$ cat src/design/bpcc_ram.sv
// Generic single-port-write, single-port-read RAM with registered read.
// No dependencies.
module bpcc_ram #(
  parameter int WIDTH = 8,
  parameter int DEPTH = 16
) (
  input  logic                     clk,
  input  logic                     we,
  input  logic [$clog2(DEPTH)-1:0] waddr,
  input  logic [WIDTH-1:0]         wdata,
  input  logic [$clog2(DEPTH)-1:0] raddr,
  output logic [WIDTH-1:0]         rdata
);

  logic [WIDTH-1:0] mem [DEPTH];

  always_ff @(posedge clk) begin
    if (we) begin
      mem[waddr] <= wdata;
    end
    rdata <= mem[raddr];
  end

endmodule

$ cat config.mk
export PLATFORM = sky130hd
export DESIGN_NAME = bpcc_ram
export DESIGN_NICKNAME = d
export VERILOG_FILES = /design/src/design/bpcc_ram.sv
export SDC_FILE = /design/constraint.sdc
export NUM_CORES = 1
export LEC_CHECK = 0
export ABC_AREA = 1
export BUFFER_PORTS_ARGS = -buffer_cell sky130_fd_sc_hd__buf_2
export CAP_MARGIN = 10
export CORE_ASPECT_RATIO = 1.4
export CORE_UTILIZATION = 47
export CTS_CLUSTER_SIZE = 10
export DETAILED_ROUTE_END_ITERATION = 10
export SLEW_MARGIN = 10
export SYNTH_ARGS = -nofsm -noshare
export SYNTH_HDL_FRONTEND = slang
export SYNTH_SLANG_ARGS = --single-unit
$ cat constraint.sdc
create_clock -name clk -period 1.5 [get_ports clk]
set_clock_uncertainty 0.15 [all_clocks]
set_input_delay 0.075 -clock clk [delete_from_list [all_inputs] [get_ports clk]]
set_output_delay 0.075 -clock clk [all_outputs]
set_load 0.05 [all_outputs]
==> results.tsv <==
metric	value	unit
outcome	complete, no violations	
chip width	95.6	µm
RSZ-0062 raised after global routing	no	
min cycle time layout	1240	ps
Final Core Density	58.1	%
vias in the first global route	3738	
DP Wirelength	8.12	mm
CTS Buf Count	17	
per-cell routed wire length	17.4	µm
sequential share of the synthesized area	69.4	%
Critical Path Fanout Max	1	
Worst Hold Launch	raddr[2]	
Rows	47	
post-route clock period utilization	82.7	%
Max VDD drop	0.000823	V
CP peak stage delay	330	ps
FF-to-FF path depth	6	
RePlAce Congestion	0.835	
Pwr per Cell Area	1400	nW/µm²
Unique masters post-synth	12	
cell family with most CP delay	flip-flops	
Worst setup EP type	output pin	
die area	12700	µm²
switching part of the total power	20.6	%
Max Root-Sink Buffers	2	
LEAKAGE	3.01	nW
total track usage	23.5	%
slack of the critical path	260	ps
post-synthesis net count	569	
final WL	13.3	mm
Starting Density	48.5	%
FF-to-FF End	rdata[6]	
ANT nets after route	0	
Final Hold Viols	0	
Fmax achieved	0.806	GHz
clk_lat worst skew	420	ps
Psw	0.00199	W
crit-path cells	buf_2	
Buf+Inv Stages, Crit Path	1	
Slew HR	58.2	%
crit path launch type	flop	
Power Internal	0.00768	W
vias per cell	4.98	
Core Region	11900	µm²
Final Net Count	621	
drt first pass iters	4	
cell depth of the worst setup path	1	
synthesized instance count	551	
detailed-route via count	3797	
CTS tree	built	
CTS resizes	0	
first-pass GRT wire length	21.0	mm
CP Class	flop to output pin	
layout cell share with drive strength beyond 1	13.1	%
Clock transition at path regs	60	ps
# setup viols final	0	
Fin Setup TNS	0	ps
dpl ws	84.7	ps
worst hold path class	input port to flop	
r2r setup slk	300	ps
DIE HEIGHT	133	µm
Worst Hold Path Cells	6	
CP Data Required Time	1270	ps
H-tree depth	4	
number of synthesis warnings	0	
Seq cells post-synth	136	
Comb power frac	6.5	%
IO buf count	25	
Max Cap Viol	0	
max-slew violations	0	
Worst-Margin Slew	626	ps
TritonCTS Sinks	136	
hold path endpoint	rdata[7]	
synthesis-to-layout area growth	19.6	%
antenna violations before repair	0	
Arr. time, crit path	1020	ps
register share of total power	44.2	%
Syn Area/Cell	10.5	µm²
1st-iter DRT viols	301	
largest net degree at the start of global routing	55	
DR DRC count	0	
Slowest cell on crit path	dfxtp_1	
io pins	26	
Antenna Cells	0	
reg2reg start	mem[7][6]	
Clk pwr share	49.3	%
CTS root buffer	clkbuf_16	
grt total ovfl	0	
Post-Syn Area	5770	µm²
==> logic make-up after synthesis <==
logic type,after synthesis,synth area share [%]
and+or+nand+nor,289,21.0
DFF,136,69.4
buffers and inverters,126,9.52
==> flip-flops by register name, summed over array words and instances, names as in the netlist <==
register / count
mem: 128
rdata: 8
==> timing repair <==
item | in CTS | in global routing
setup buffers | 0 | 0
hold endpoints to repair | 136 | 0
hold buffers | 9 | 0
setup endpoints to repair | 0 | 0
==> Yosys cell counts, drive strengths merged <==
master,count,share of area [%]
buf,24,2.9
inv,102,6.6
dfxtp,8,2.8
nand3b,2,0.26
nor2,17,1.1
nand2,173,11
nand3,97,8.4
edfxtp,128,67
==> cell usage in the layout (no fill, tap or decap) <==
cell type / instances
nand3_1: 97
nor2_1: 17
clkinv_2: 1
clkinvlp_4: 3
dfxtp_1: 8
inv_1: 100
dlygate4sd3_1: 9
inv_6: 1
edfxtp_1: 128
buf_2: 25
bufinv_16: 6
buf_4: 20
clkbuf_1: 1
nand2_1: 173
clkbuf_16: 17
clkbuf_8: 3
inv_2: 2
buf_12: 3
nand3b_1: 2
==> stage by stage <==
stage	instances	instance area [µm²]	power [W]	hold WS, ps
2_1_floorplan	551	5770	0.00473	23.9
3_3_place_gp	722	6120	0.00496	289
3_5_place_dp	722	6120	0.00497	292
4_1_cts	763	6900	0.00974	51.2
5_1_grt	763	6900	0.00994	79.7
6_report	763	6900	0.00967	60.2
==> power groups by stage <==
stage	logic, W	registers, W	clock network, W
2_1_floorplan	0.000300	0.00444	0
3_3_place_gp	0.000612	0.00435	0
3_5_place_dp	0.000619	0.00435	0
4_1_cts	0.000640	0.00427	0.00482
5_1_grt	0.000695	0.00428	0.00496
6_report	0.000631	0.00427	0.00476
==> per-layer routing <==
metal	share of wire (%)	vias to the layer above	GRT usage (%)	routed length (µm)
met4	1.1	0	7.63	143
met2	53	79	39.1	7110
li1	-	1875	-	-
met5	0	-	0	0
met3	3.1	6	5.17	408
met1	42	1837	30.2	5640
==> how the worst max path moves through the flow <==
stage                   start    endpoint  slack (ps)
floorplan            waddr[2]  mem[10][0]         320
global placement     raddr[1]    rdata[6]         100
detailed placement   raddr[1]    rdata[6]          80
CTS                  rdata[3]    rdata[3]         250
global route        mem[7][6]    rdata[6]         230
finish               rdata[3]    rdata[3]         260
==> worst register-to-register path: cells and delay by family, from the launching register on <==
family,cells,cell delay [ps]
simple gates,5,540
flops,1,350
buf+inv,1,60
==> final cells by class <==
type	instances	area, µm²
tap	147	184
multi-input combinational	289	1210
timing repair buffer	57	425
clock inverter	11	216
inverter	102	383
fill	995	4980
sequential	136	4000
clock buffer	21	470
(Power assumes the default switching activity.)
